===== src/sv/mfpp_pkg.sv =====
// Shared types, grammar codes and depth tables for the motion-capture packet parser.
package mfpp_pkg;

	typedef struct packed {
		logic [7:0] data_byte;
		logic       packet_start;
	} byte_t;

	typedef struct packed {
		logic [5:0]  field_kind;
		logic [31:0] field_value;
		logic [15:0] message_kind;
		logic [15:0] outer_index;
		logic [15:0] middle_index;
		logic [15:0] inner_index;
		logic        packet_end;
		logic [1:0]  error_code;
	} field_t;

	// Message ids
	localparam logic [15:0] MSG_FRAME = 16'd7;
	localparam logic [15:0] MSG_DESC  = 16'd5;

	// Error codes
	localparam logic [1:0] ERR_NONE    = 2'd0;
	localparam logic [1:0] ERR_COUNT   = 2'd1;
	localparam logic [1:0] ERR_UNKNOWN = 2'd2;

	// Register indexes
	localparam logic [1:0] REG_MAJOR      = 2'd0;
	localparam logic [1:0] REG_MINOR      = 2'd1;
	localparam logic [1:0] REG_MARK_LIM   = 2'd2;
	localparam logic [1:0] REG_BODY_LIM   = 2'd3;

	// Common positions
	localparam logic [5:0] K_MSG_ID = 6'd0;
	localparam logic [5:0] K_SIZE   = 6'd1;
	localparam logic [5:0] POS_IDLE = 6'd62;
	localparam logic [5:0] POS_DROP = 6'd63;

	// Frame grammar
	localparam logic [5:0] F_FRAME_NUM  = 6'd2;
	localparam logic [5:0] F_SET_CNT    = 6'd3;
	localparam logic [5:0] F_SET_NAME   = 6'd4;
	localparam logic [5:0] F_SET_MCNT   = 6'd5;
	localparam logic [5:0] F_SET_MX     = 6'd6;
	localparam logic [5:0] F_SET_MZ     = 6'd8;
	localparam logic [5:0] F_OTH_CNT    = 6'd9;
	localparam logic [5:0] F_OTH_X      = 6'd10;
	localparam logic [5:0] F_OTH_Z      = 6'd12;
	localparam logic [5:0] F_RB_CNT     = 6'd13;
	localparam logic [5:0] F_RB_ID      = 6'd14;
	localparam logic [5:0] F_RB_QW      = 6'd21;
	localparam logic [5:0] F_RB_MCNT    = 6'd22;
	localparam logic [5:0] F_RB_MX      = 6'd23;
	localparam logic [5:0] F_RB_MZ      = 6'd25;
	localparam logic [5:0] F_RB_MID     = 6'd26;
	localparam logic [5:0] F_RB_MSIZE   = 6'd27;
	localparam logic [5:0] F_RB_ERR     = 6'd28;
	localparam logic [5:0] F_SK_CNT     = 6'd29;
	localparam logic [5:0] F_SK_ID      = 6'd30;
	localparam logic [5:0] F_BONE_CNT   = 6'd31;
	localparam logic [5:0] F_BONE_ID    = 6'd32;
	localparam logic [5:0] F_BONE_QW    = 6'd39;
	localparam logic [5:0] F_BM_CNT     = 6'd40;
	localparam logic [5:0] F_BM_X       = 6'd41;
	localparam logic [5:0] F_BM_Z       = 6'd43;
	localparam logic [5:0] F_BM_ID      = 6'd44;
	localparam logic [5:0] F_BM_SIZE    = 6'd45;
	localparam logic [5:0] F_BONE_ERR   = 6'd46;
	localparam logic [5:0] F_LAB_CNT    = 6'd47;
	localparam logic [5:0] F_LAB_ID     = 6'd48;
	localparam logic [5:0] F_LAB_SIZE   = 6'd52;
	localparam logic [5:0] F_LATENCY    = 6'd53;
	localparam logic [5:0] F_END_TAG    = 6'd56;
	localparam int         F_KINDS      = 57;

	// Description grammar
	localparam logic [5:0] D_DS_CNT     = 6'd2;
	localparam logic [5:0] D_TYPE       = 6'd3;
	localparam logic [5:0] D_MS_NAME    = 6'd4;
	localparam logic [5:0] D_MS_CNT     = 6'd5;
	localparam logic [5:0] D_MK_NAME    = 6'd6;
	localparam logic [5:0] D_RB_NAME    = 6'd7;
	localparam logic [5:0] D_RB_ID      = 6'd8;
	localparam logic [5:0] D_RB_OZ      = 6'd12;
	localparam logic [5:0] D_SK_NAME    = 6'd13;
	localparam logic [5:0] D_SK_ID      = 6'd14;
	localparam logic [5:0] D_BONE_CNT   = 6'd15;
	localparam logic [5:0] D_BONE_NAME  = 6'd16;
	localparam logic [5:0] D_BONE_ID    = 6'd17;
	localparam logic [5:0] D_BONE_OZ    = 6'd21;
	localparam int         D_KINDS      = 22;

	// Dataset types
	localparam logic [31:0] DS_MARKERSET = 32'd0;
	localparam logic [31:0] DS_BODY      = 32'd1;
	localparam logic [31:0] DS_SKELETON  = 32'd2;

	// Nesting depth of each field kind
	localparam logic [1:0] FRAME_DEPTH [0:F_KINDS-1] = '{
		2'd0,2'd0,2'd0,2'd0,2'd1,2'd1,2'd2,2'd2,2'd2,2'd0,
		2'd1,2'd1,2'd1,2'd0,2'd1,2'd1,2'd1,2'd1,2'd1,2'd1,
		2'd1,2'd1,2'd1,2'd2,2'd2,2'd2,2'd2,2'd2,2'd1,2'd0,
		2'd1,2'd1,2'd2,2'd2,2'd2,2'd2,2'd2,2'd2,2'd2,2'd2,
		2'd2,2'd3,2'd3,2'd3,2'd3,2'd3,2'd2,2'd0,2'd1,2'd1,
		2'd1,2'd1,2'd1,2'd0,2'd0,2'd0,2'd0};
	localparam logic [1:0] DESC_DEPTH [0:D_KINDS-1] = '{
		2'd0,2'd0,2'd0,2'd1,2'd1,2'd1,2'd2,2'd1,2'd1,2'd1,
		2'd1,2'd1,2'd1,2'd1,2'd1,2'd1,2'd2,2'd2,2'd2,2'd2,
		2'd2,2'd2};

	// Positions that hold a zero-terminated name
	function automatic logic is_name(input logic [15:0] msg, input logic [5:0] pos);
		if (msg == MSG_FRAME) return pos == F_SET_NAME;
		if (msg == MSG_DESC) return pos == D_MS_NAME || pos == D_MK_NAME ||
			pos == D_RB_NAME || pos == D_SK_NAME || pos == D_BONE_NAME;
		return 1'b0;
	endfunction

	// Number of words in the record that starts at a position
	function automatic logic [3:0] rec_len(input logic [15:0] msg, input logic [5:0] pos);
		if (msg == MSG_FRAME) begin
			if (pos == F_SET_MX || pos == F_OTH_X || pos == F_RB_MX || pos == F_BM_X)
				return 4'd3;
			if (pos == F_RB_ID || pos == F_BONE_ID) return 4'd8;
			if (pos == F_LAB_ID) return 4'd5;
			if (pos == F_LATENCY) return 4'd4;
			return 4'd1;
		end
		if (msg == MSG_DESC && (pos == D_RB_ID || pos == D_BONE_ID)) return 4'd5;
		return 4'd1;
	endfunction

endpackage


===== src/sv/mocap_frame_packet_parser.sv =====
// Top level: byte-wide motion-capture packet walker with APB register port.
// Throughput: one byte per cycle; the grammar step is one pass of logic
// between the walk state registers and a two-entry result buffer.
// Input stalls only while both result entries are full.
// Reset: asynchronous, clears the walk to idle and loads register defaults.
module mocap_frame_packet_parser #(
	parameter int COUNT_WIDTH = 16
) (
	input  logic                  clk,
	input  logic                  arst_n,
	input  logic                  byte_valid,
	output logic                  byte_stall,
	input  mfpp_pkg::byte_t       byte_data,
	output logic                  field_valid,
	input  logic                  field_stall,
	output mfpp_pkg::field_t      field_data,
	input  logic                  psel,
	input  logic                  penable,
	input  logic                  pwrite,
	input  logic [3:0]            paddr,
	input  logic [31:0]           pwdata,
	output logic [31:0]           prdata,
	output logic                  pready
);
	import mfpp_pkg::*;

	localparam int CW = COUNT_WIDTH;

	// Registers
	logic [7:0]  major_q, minor_q;
	logic [15:0] mark_lim_q, body_lim_q;

	// Walk state
	logic [5:0]    pos_q;
	logic [1:0]    bow_q;
	logic [31:0]   acc_q;
	logic [15:0]   msg_q;
	logic [CW-1:0] oc_q, op_q, mc_q, mp_q, ic_q, ip_q;
	logic [3:0]    wir_q;

	logic [5:0]    n_pos;
	logic [1:0]    n_bow;
	logic [31:0]   n_acc;
	logic [15:0]   n_msg;
	logic [CW-1:0] n_oc, n_op, n_mc, n_mp, n_ic, n_ip;
	logic [3:0]    n_wir;

	logic          accept, res_v, do_adv;
	logic [5:0]    k;
	logic [31:0]   v, w, acc2;
	logic [2:0]    bow2;
	logic [4:0]    wir2;
	logic [1:0]    err, depth;
	logic [CW-1:0] wc;
	logic          has_v2, has_skel, has_lab;
	field_t        res;

	// Result buffer
	field_t     head_q, tail_q;
	logic [1:0] cnt_q;
	logic       pop;

	function automatic logic count_bad(input logic [31:0] cw, input logic [15:0] lim,
			input logic limited);
		return ({1'b0, cw} >= (33'd1 << CW)) || (limited && cw >= {16'd0, lim});
	endfunction

	function automatic logic [15:0] idx16(input logic [CW-1:0] p);
		logic [31:0] t;
		t = 32'(p);
		return t[15:0];
	endfunction

	assign pready = 1'b1;
	assign accept = byte_valid && !byte_stall;
	assign byte_stall = cnt_q == 2'd2;
	assign field_valid = cnt_q != 2'd0;
	assign field_data = head_q;
	assign pop = field_valid && !field_stall;

	assign has_v2   = major_q >= 8'd2;
	assign has_skel = (major_q == 8'd2 && minor_q > 8'd0) || major_q > 8'd2;
	assign has_lab  = (major_q == 8'd2 && minor_q >= 8'd3) || major_q > 8'd2;

	// Register write
	always_ff @(posedge clk or negedge arst_n) begin
		if (!arst_n) begin
			major_q    <= 8'd2;
			minor_q    <= 8'd3;
			mark_lim_q <= 16'd200;
			body_lim_q <= 16'd20;
		end else if (psel && penable && pwrite) begin
			case (paddr[3:2])
				REG_MAJOR:    major_q    <= pwdata[7:0];
				REG_MINOR:    minor_q    <= pwdata[7:0];
				REG_MARK_LIM: mark_lim_q <= pwdata[15:0];
				REG_BODY_LIM: body_lim_q <= pwdata[15:0];
				default: ;
			endcase
		end
	end

	// Register read
	always_comb begin
		case (paddr[3:2])
			REG_MAJOR:    prdata = {24'd0, major_q};
			REG_MINOR:    prdata = {24'd0, minor_q};
			REG_MARK_LIM: prdata = {16'd0, mark_lim_q};
			REG_BODY_LIM: prdata = {16'd0, body_lim_q};
			default:      prdata = 32'd0;
		endcase
	end

	// Grammar step for one byte
	always_comb begin
		n_pos = pos_q; n_bow = bow_q; n_acc = acc_q; n_msg = msg_q;
		n_oc = oc_q; n_op = op_q; n_mc = mc_q; n_mp = mp_q; n_ic = ic_q; n_ip = ip_q;
		n_wir = wir_q;
		res_v = 1'b0; do_adv = 1'b0; k = 6'd0; v = 32'd0; w = 32'd0; err = ERR_NONE;
		acc2 = 32'd0; bow2 = 3'd0; wir2 = 5'd0;
		if (accept && byte_data.packet_start) begin
			n_bow = 2'd0; n_acc = 32'd0; n_msg = 16'd0;
			n_oc = '0; n_op = '0; n_mc = '0; n_mp = '0; n_ic = '0; n_ip = '0;
			n_wir = 4'd0; n_pos = K_MSG_ID;
		end
		if (accept && n_pos < POS_IDLE) begin
			if (n_pos >= F_FRAME_NUM && is_name(n_msg, n_pos)) begin
				// name byte: a zero ends the name
				k = n_pos; v = {24'd0, byte_data.data_byte}; res_v = 1'b1;
				do_adv = byte_data.data_byte == 8'd0;
			end else begin
				// assemble a little-endian word
				acc2 = n_acc | (32'(byte_data.data_byte) << {n_bow, 3'b000});
				bow2 = {1'b0, n_bow} + 3'd1;
				if (bow2 < ((n_pos < F_FRAME_NUM) ? 3'd2 : 3'd4)) begin
					n_acc = acc2; n_bow = bow2[1:0];
				end else begin
					v = acc2; n_acc = 32'd0; n_bow = 2'd0; res_v = 1'b1;
					k = n_pos + {2'd0, n_wir};
					wir2 = {1'b0, n_wir} + 5'd1;
					if (wir2 >= {1'b0, rec_len(n_msg, n_pos)}) begin
						n_wir = 4'd0; do_adv = 1'b1; w = acc2;
					end else begin
						n_wir = wir2[3:0];
					end
				end
			end
		end
		wc = w[CW-1:0];
		if (do_adv) begin
			if (k == K_MSG_ID) begin
				n_msg = w[15:0]; n_pos = K_SIZE;
			end else if (k == K_SIZE) begin
				if (n_msg == MSG_FRAME || n_msg == MSG_DESC) n_pos = F_FRAME_NUM;
				else begin n_pos = POS_DROP; err = ERR_UNKNOWN; end
			end else if (n_msg == MSG_FRAME) begin
				case (k)
					F_FRAME_NUM: n_pos = F_SET_CNT;
					F_SET_CNT: begin
						if (count_bad(w, 16'd0, 1'b0)) begin
							n_pos = POS_DROP; err = ERR_COUNT;
						end else begin
							n_oc = wc; n_op = '0;
							if (n_op < n_oc) begin n_mp = '0; n_pos = F_SET_NAME; end
							else n_pos = F_OTH_CNT;
						end
					end
					F_SET_NAME: n_pos = F_SET_MCNT;
					F_SET_MCNT: begin
						if (count_bad(w, mark_lim_q, 1'b1)) begin
							n_pos = POS_DROP; err = ERR_COUNT;
						end else begin
							n_mc = wc; n_mp = '0;
							if (w != 32'd0) n_pos = F_SET_MX;
							else begin
								n_op = n_op + 1'b1;
								if (n_op < n_oc) begin n_mp = '0; n_pos = F_SET_NAME; end
								else n_pos = F_OTH_CNT;
							end
						end
					end
					F_SET_MZ: begin
						n_mp = n_mp + 1'b1;
						if (n_mp < n_mc) n_pos = F_SET_MX;
						else begin
							n_op = n_op + 1'b1;
							if (n_op < n_oc) begin n_mp = '0; n_pos = F_SET_NAME; end
							else n_pos = F_OTH_CNT;
						end
					end
					F_OTH_CNT: begin
						if (count_bad(w, mark_lim_q, 1'b1)) begin
							n_pos = POS_DROP; err = ERR_COUNT;
						end else begin
							n_oc = wc; n_op = '0;
							n_pos = (w != 32'd0) ? F_OTH_X : F_RB_CNT;
						end
					end
					F_OTH_Z: begin
						n_op = n_op + 1'b1;
						n_pos = (n_op < n_oc) ? F_OTH_X : F_RB_CNT;
					end
					F_RB_CNT: begin
						if (count_bad(w, 16'd0, 1'b0)) begin
							n_pos = POS_DROP; err = ERR_COUNT;
						end else begin
							n_oc = wc; n_op = '0;
							if (n_op < n_oc) begin n_mp = '0; n_pos = F_RB_ID; end
							else if (has_skel) n_pos = F_SK_CNT;
							else n_pos = has_lab ? F_LAB_CNT : F_LATENCY;
						end
					end
					F_RB_QW: n_pos = F_RB_MCNT;
					F_RB_MCNT, F_RB_MZ: begin
						if (k == F_RB_MCNT && count_bad(w, body_lim_q, 1'b1)) begin
							n_pos = POS_DROP; err = ERR_COUNT;
						end else begin
							if (k == F_RB_MCNT) begin n_mc = wc; n_mp = '0; end
							else n_mp = n_mp + 1'b1;
							if (k == F_RB_MCNT ? (w != 32'd0) : (n_mp < n_mc))
								n_pos = F_RB_MX;
							else begin
								// positions done: ids and sizes follow on v2
								n_mp = '0;
								if (has_v2) n_pos = (n_mc > '0) ? F_RB_MID : F_RB_ERR;
								else begin
									n_op = n_op + 1'b1;
									if (n_op < n_oc) begin n_mp = '0; n_pos = F_RB_ID; end
									else if (has_skel) n_pos = F_SK_CNT;
									else n_pos = has_lab ? F_LAB_CNT : F_LATENCY;
								end
							end
						end
					end
					F_RB_MID: begin
						n_mp = n_mp + 1'b1;
						if (n_mp >= n_mc) begin n_mp = '0; n_pos = F_RB_MSIZE; end
					end
					F_RB_MSIZE: begin
						n_mp = n_mp + 1'b1;
						if (n_mp >= n_mc) n_pos = F_RB_ERR;
					end
					F_RB_ERR: begin
						n_op = n_op + 1'b1;
						if (n_op < n_oc) begin n_mp = '0; n_pos = F_RB_ID; end
						else if (has_skel) n_pos = F_SK_CNT;
						else n_pos = has_lab ? F_LAB_CNT : F_LATENCY;
					end
					F_SK_CNT: begin
						if (count_bad(w, 16'd0, 1'b0)) begin
							n_pos = POS_DROP; err = ERR_COUNT;
						end else begin
							n_oc = wc; n_op = '0;
							if (n_op < n_oc) begin n_mp = '0; n_pos = F_SK_ID; end
							else n_pos = has_lab ? F_LAB_CNT : F_LATENCY;
						end
					end
					F_SK_ID: n_pos = F_BONE_CNT;
					F_BONE_CNT, F_BONE_ERR: begin
						if (k == F_BONE_CNT && count_bad(w, 16'd0, 1'b0)) begin
							n_pos = POS_DROP; err = ERR_COUNT;
						end else begin
							if (k == F_BONE_CNT) begin n_mc = wc; n_mp = '0; end
							else n_mp = n_mp + 1'b1;
							if (n_mp < n_mc) begin n_ip = '0; n_pos = F_BONE_ID; end
							else begin
								n_op = n_op + 1'b1;
								if (n_op < n_oc) begin n_mp = '0; n_pos = F_SK_ID; end
								else n_pos = has_lab ? F_LAB_CNT : F_LATENCY;
							end
						end
					end
					F_BONE_QW: n_pos = F_BM_CNT;
					F_BM_CNT: begin
						if (count_bad(w, 16'd0, 1'b0)) begin
							n_pos = POS_DROP; err = ERR_COUNT;
						end else begin
							n_ic = wc; n_ip = '0;
							n_pos = (w != 32'd0) ? F_BM_X : F_BONE_ERR;
						end
					end
					F_BM_Z, F_BM_ID, F_BM_SIZE: begin
						n_ip = n_ip + 1'b1;
						if (n_ip >= n_ic) begin
							n_ip = '0;
							n_pos = (k == F_BM_Z) ? F_BM_ID :
								((k == F_BM_ID) ? F_BM_SIZE : F_BONE_ERR);
						end else if (k == F_BM_Z) n_pos = F_BM_X;
					end
					F_LAB_CNT: begin
						if (count_bad(w, 16'd0, 1'b0)) begin
							n_pos = POS_DROP; err = ERR_COUNT;
						end else begin
							n_oc = wc; n_op = '0;
							n_pos = (n_op < n_oc) ? F_LAB_ID : F_LATENCY;
						end
					end
					F_LAB_SIZE: begin
						n_op = n_op + 1'b1;
						n_pos = (n_op < n_oc) ? F_LAB_ID : F_LATENCY;
					end
					F_END_TAG: n_pos = POS_IDLE;
					default: n_pos = POS_DROP;
				endcase
			end else begin
				case (k)
					D_DS_CNT: begin
						if (count_bad(w, 16'd0, 1'b0)) begin
							n_pos = POS_DROP; err = ERR_COUNT;
						end else begin
							n_oc = wc; n_op = '0;
							if (n_op < n_oc) begin n_mp = '0; n_pos = D_TYPE; end
							else n_pos = POS_IDLE;
						end
					end
					D_TYPE: begin
						if (w == DS_MARKERSET) n_pos = D_MS_NAME;
						else if (w == DS_BODY) n_pos = has_v2 ? D_RB_NAME : D_RB_ID;
						else if (w == DS_SKELETON) n_pos = D_SK_NAME;
						else begin
							// unknown dataset: skip to the next one
							n_op = n_op + 1'b1;
							if (n_op < n_oc) begin n_mp = '0; n_pos = D_TYPE; end
							else n_pos = POS_IDLE;
						end
					end
					D_MS_NAME: n_pos = D_MS_CNT;
					D_MS_CNT, D_MK_NAME: begin
						if (k == D_MS_CNT && count_bad(w, 16'd0, 1'b0)) begin
							n_pos = POS_DROP; err = ERR_COUNT;
						end else begin
							if (k == D_MS_CNT) begin n_mc = wc; n_mp = '0; end
							else n_mp = n_mp + 1'b1;
							if (n_mp < n_mc) n_pos = D_MK_NAME;
							else begin
								n_op = n_op + 1'b1;
								if (n_op < n_oc) begin n_mp = '0; n_pos = D_TYPE; end
								else n_pos = POS_IDLE;
							end
						end
					end
					D_RB_NAME: n_pos = D_RB_ID;
					D_RB_OZ: begin
						n_op = n_op + 1'b1;
						if (n_op < n_oc) begin n_mp = '0; n_pos = D_TYPE; end
						else n_pos = POS_IDLE;
					end
					D_SK_NAME: n_pos = D_SK_ID;
					D_SK_ID: n_pos = D_BONE_CNT;
					D_BONE_CNT, D_BONE_OZ: begin
						if (k == D_BONE_CNT && count_bad(w, 16'd0, 1'b0)) begin
							n_pos = POS_DROP; err = ERR_COUNT;
						end else begin
							if (k == D_BONE_CNT) begin n_mc = wc; n_mp = '0; end
							else n_mp = n_mp + 1'b1;
							if (n_mp < n_mc) n_pos = has_v2 ? D_BONE_NAME : D_BONE_ID;
							else begin
								n_op = n_op + 1'b1;
								if (n_op < n_oc) begin n_mp = '0; n_pos = D_TYPE; end
								else n_pos = POS_IDLE;
							end
						end
					end
					D_BONE_NAME: n_pos = D_BONE_ID;
					default: n_pos = POS_DROP;
				endcase
			end
		end
	end

	// Build the result with enclosing indices
	always_comb begin
		depth = 2'd0;
		if (n_msg == MSG_FRAME && k < 6'(F_KINDS)) depth = FRAME_DEPTH[k];
		else if (n_msg == MSG_DESC && k < 6'(D_KINDS)) depth = DESC_DEPTH[k[4:0]];
		res.field_kind   = k;
		res.field_value  = v;
		res.message_kind = n_msg;
		res.outer_index  = (depth >= 2'd1) ? idx16(n_op) : 16'd0;
		res.middle_index = (depth >= 2'd2) ? idx16(n_mp) : 16'd0;
		res.inner_index  = (depth >= 2'd3) ? idx16(n_ip) : 16'd0;
		res.packet_end   = n_pos >= POS_IDLE;
		res.error_code   = err;
	end

	// Walk state registers
	always_ff @(posedge clk or negedge arst_n) begin
		if (!arst_n) begin
			pos_q <= POS_IDLE; bow_q <= 2'd0; acc_q <= 32'd0; msg_q <= 16'd0;
			oc_q <= '0; op_q <= '0; mc_q <= '0; mp_q <= '0; ic_q <= '0; ip_q <= '0;
			wir_q <= 4'd0;
		end else begin
			pos_q <= n_pos; bow_q <= n_bow; acc_q <= n_acc; msg_q <= n_msg;
			oc_q <= n_oc; op_q <= n_op; mc_q <= n_mc; mp_q <= n_mp;
			ic_q <= n_ic; ip_q <= n_ip; wir_q <= n_wir;
		end
	end

	// Two-entry result buffer: head drives the port, tail catches overflow
	always_ff @(posedge clk or negedge arst_n) begin
		if (!arst_n) begin
			cnt_q <= 2'd0;
		end else begin
			case (cnt_q)
				2'd0: if (res_v) cnt_q <= 2'd1;
				2'd1: if (res_v && !pop) cnt_q <= 2'd2;
					else if (!res_v && pop) cnt_q <= 2'd0;
				2'd2: if (pop) cnt_q <= 2'd1;
				default: cnt_q <= 2'd0;
			endcase
		end
	end

	always_ff @(posedge clk) begin
		case (cnt_q)
			2'd0: if (res_v) head_q <= res;
			2'd1: begin
				if (res_v && pop) head_q <= res;
				else if (res_v) tail_q <= res;
			end
			2'd2: if (pop) head_q <= tail_q;
			default: ;
		endcase
	end

endmodule


===== config.mk =====
export PLATFORM = sky130hd
export DESIGN_NAME = mocap_frame_packet_parser
export DESIGN_NICKNAME = d
export VERILOG_FILES = /design/src/sv/mfpp_pkg.sv /design/src/sv/mocap_frame_packet_parser.sv
export SDC_FILE = /design/constraint.sdc
export NUM_CORES = 1
export LEC_CHECK = 0
export BUFFER_PORTS_ARGS = -buffer_cell sky130_fd_sc_hd__buf_2
export CAP_MARGIN = 20
export CORE_ASPECT_RATIO = 1.4
export CORE_MARGIN = 2
export CORE_UTILIZATION = 55
export CTS_CLUSTER_SIZE = 14
export DETAILED_ROUTE_END_ITERATION = 7
export MAX_ROUTING_LAYER = met4
export PLACE_DENSITY = 0.84
export RECOVER_POWER = 100
export SYNTH_ARGS = -nofsm -noshare
export SYNTH_HDL_FRONTEND = slang
export SYNTH_SLANG_ARGS = --single-unit
export TNS_END_PERCENT = 50

===== constraint.sdc =====
create_clock -name clk -period 9.7 [get_ports clk]
set_clock_uncertainty 0.2 [all_clocks]
set_input_delay 2.91 -clock clk [delete_from_list [all_inputs] [get_ports clk]]
set_output_delay 2.91 -clock clk [all_outputs]
set_load 0.02 [all_outputs]

==> flow_summary.toml <==
[hold_path]
hold_end = "field_data[67]"
min_from = "tail_q[67]"
worstHoldPathCells = 1
hp-class = "register to register"

[synthesis]
ys_warn_count = 0
yosys.area_share.simple = 0.200
synthMuxAreaShare = 0.0292
ys_ff_latch = 416
synth_xor_area_frac = 0.0146
syn_inst = 3344
synth_top_family_by_area = "compound AO/OA/AOI/OAI gates"
netlist.area_leader.share = 0.219
ys_types = 111
synth_ff_type = "edfxtp_1"
netlist_area_sq_mm = 0.0288
synth-edff-count = 210
synthAdderAreaFrac = 0.0659
synth_top_cell_by_area = "edfxtp_1"
synth_area_per_cell_sq_um = 8.61
synthTopCellsByArea = "edfxtp_1 (22%), dfrtp_1 (17%), ha_1 (6.6%), a21oi_1 (5.4%), nor2_1 (5.1%)"
synth_compound_area_frac = 0.241
ys_seq_area_frac = 0.398
ys_async_sr_fraction = 0.495

[clocking]
post_cts_buffers = 0
clk_pin_slew_ns = 0.06
clk_latency_ns = 0.58
cts_resized = 0
cts_made_buffers = 40
postCtsHoldBufs = 0
clockBufferDepth = 3
htreeDepth = 2
cts.sink_count = 416
cts_root_buf = "clkbuf_16"
cts_tree = "done"

[layout]
drive_above_1_share = 0.171
fillers = 4286
nets = 3981
synthToLayoutAreaGrowth_pct = 19.1
final_core_util = 0.661
register_area_sq_mm = 0.0115
multi_input_area_sq_mm = 0.0162

[place]
hpwlAfterDp_um = 91400
routabilityCongestion = 1.18
pre_cts_slack_ns = 0.0417
numPortBuffers = 156

[critical_path]
startpoint_type = "input pin"
reg2reg_depth = 27
crit_top_cell = "o211ai_1"
worstPathArrival_ns = 9.54
path_class = "input pin to register"
r2r-start = "pos_q[1]"
r2r_end = "field_data[40]"
end_kind = "register"
max_stage_delay_ns = 0.67
crit_path_max_fanout = 10
regToRegSetupSlack_ns = 1.94
crit_required_ns = 9.81
cpMaxStageDelayCell = "clkbuf_1"

[die]
dieWidth_um = 197
die_area_sq_mm = 0.0542
initial_core_util = 0.555
ios = 192
core_sq_mm = 0.0519
num_rows = 99
fp.dieH_um = 275

[power_and_ir_drop]
p_leak_nw = 14.9
p_per_area_mw_per_mm2 = 214
irDropWorstVdd_mv = 0.152

[global_routing]
antenna_found_initial = 12
grt_overflow_total = 0
grt_pass1_wl_um = 181000
grt_start_max_net_pins = 113
grt_usage = 0.463
grt_pass1_vias = 29039

[timing]
max_freq_mhz = 106
period_minus_slack_ns = 9.44
slew_headroom = -2.23
hold_viol_final = 0
finalSetupViolCount = 0
rsz0062_at_grt = "no"
worst_slew_pin_slew_ns = 4.85
layout_setup_ws_ns = 0.263
finalCritPeriodShare = 0.973
maxSlewViolCount = 291

[flow_run]
max_cap_violations = 5

[drt]
vias = 29989
first_pass_iters = 8
detail-route-antenna-nets = 0
wl_um = 122000
viasPerCell = 6.70
wl_per_cell_um = 27.3
drtIter0Drc = 3531
drc_errors = 0

[status]
violations = "capacitance limit, slew limit"
outcome = "complete, but fails checks"
==> power by group <==
part	internal (W)	switching, W
Clock	0.000860	0.000705
Sequential	0.00241	0.000226
Combinational	0.000938	0.00219
Total	0.00421	0.00312
==> flip-flops by register name, summed over array words and instances, names as in the netlist, 6 cells and up <==
signal / cells
acc_q: 32
ip_q: 16
ic_q: 16
oc_q: 16
msg_q: 16
mc_q: 16
major_q: 8
minor_q: 8
op_q: 16
mp_q: 16
tail_q: 105
pos_q: 6
mark_lim_q: 16
body_lim_q: 16
field_data: 105
==> area by class of cell <==
class                           count  area share
Tap cell                          656      0.0239
Multi-Input combinational cell   2598       0.472
Clock buffer                       57      0.0313
Clock inverter                     16     0.00514
Sequential cell                   416       0.335
Inverter                          118      0.0130
Antenna cell                        9    0.000657
Timing Repair Buffer              604       0.120
==> critical path, delay by kind of cell <==
kind / cells / cell delay [ns]
compound gates: 16 / 2.83
buf+inv: 6 / 1.46
fa+ha+maj: 3 / 0.84
simple gates: 8 / 1.47
==> cells by family after synthesis <==
logic type               count (synthesis)
adder cells (fa/ha/maj)                152
other                                    2
buffers and inverters                  345
multiplexers                            69
AO/OA/AOI/OAI                         1068
AND/OR/NAND/NOR                       1244
XOR/XNOR                                48
flip-flops                             416
==> metrics by stage <==
step	power (W)	hold slack [ns]	TNS, ns	instances	area (sq um)
6_report	0.00733	0.326	0	4474	34300
5_1_grt	0.00759	0.334	0	4474	34300
4_1_cts	0.00728	0.322	0	4462	34600
3_5_place_dp	0.00571	0.305	0	4389	33400
3_3_place_gp	0.00563	0.297	0	4389	33400
2_1_floorplan	0.00438	0.287	-0.134	3359	29300
==> worst max path at each step <==
stage / from / to / slack, ns / cells after the start
6_report: byte_valid / field_data[47] / 0.26 / 33
4_1_cts: byte_valid / field_data[2] / 0.61 / 32
3_5_place_dp: byte_valid / field_data[2] / 0.04 / 32
5_1_grt: byte_data[0] / field_data[32] / 0.04 / 16
3_3_place_gp: byte_data[0] / field_data[2] / 0.13 / 32
2_1_floorplan: byte_data[0] / field_data[38] / -0.03 / 38
==> routing by layer <==
metal | wire length, um | up-vias | GRT usage
li1 | - | 13181 | -
met1 | 42100 | 14108 | 0.512
met2 | 54600 | 2052 | 0.705
met3 | 12800 | 648 | 0.117
met4 | 12500 | 0 | 0.385
met5 | 0 | - | -
==> cells in the mapped netlist (22+ instances only) <==
cell and number:
o221ai_1 22, o21ai_0 201, xor2_1 24, nor3_1 62, inv_1 108, buf_4 25
a21o_1 93, ha_1 151, o211ai_1 27, a31oi_1 47, o21a_1 22, mux2i_1 22
a22o_1 41, a21oi_1 308, nor2b_1 22, dfrtp_1 193, o21ai_1 31, nand3_1 143
mux2_2 38, nor4_1 32, and2_1 43, nand2_1 382, buf_2 23, a22oi_1 23
buf_1 28, nor2_1 390, clkbuf_1 147, nand4_1 47, edfxtp_1 210, a211oi_1 33
xnor2_1 24, o22ai_1 64
==> cells in the final DEF, fill, tap and decap left out, types with 16 or more instances in the layout <==
master     Yosys  routed
o221ai_1      22      22
buf_12         0      22
o211ai_1      27      28
clkbuf_1     147     181
xnor2_1       24      24
inv_1        108     109
a211oi_1      33      32
and2_1        43      28
mux2_2        38      37
a22oi_1       23      23
a21o_1        93      93
nor3_1        62      61
ha_1         151     150
nand2b_1      19      19
o22ai_1       64      63
a22o_1        41      41
nor2b_1       22      21
o21a_1        22      21
clkbuf_16      0      40
a31oi_1       47      45
and3_1        16      16
edfxtp_1     210     210
o31ai_1       17      19
a21oi_1      308     306
dfrtp_1      193     193
nor4_1        32      31
nand4_1       47      48
buf_4         25     375
nand2_1      382     380
buf_2         23      32
mux2i_1       22      23
nand3_1      143     141
o21ai_0      201     218
nor2_1       390     387
xor2_1        24      24
conb_1         2      17
No activity file was read; power rests on OpenSTA's default activity.
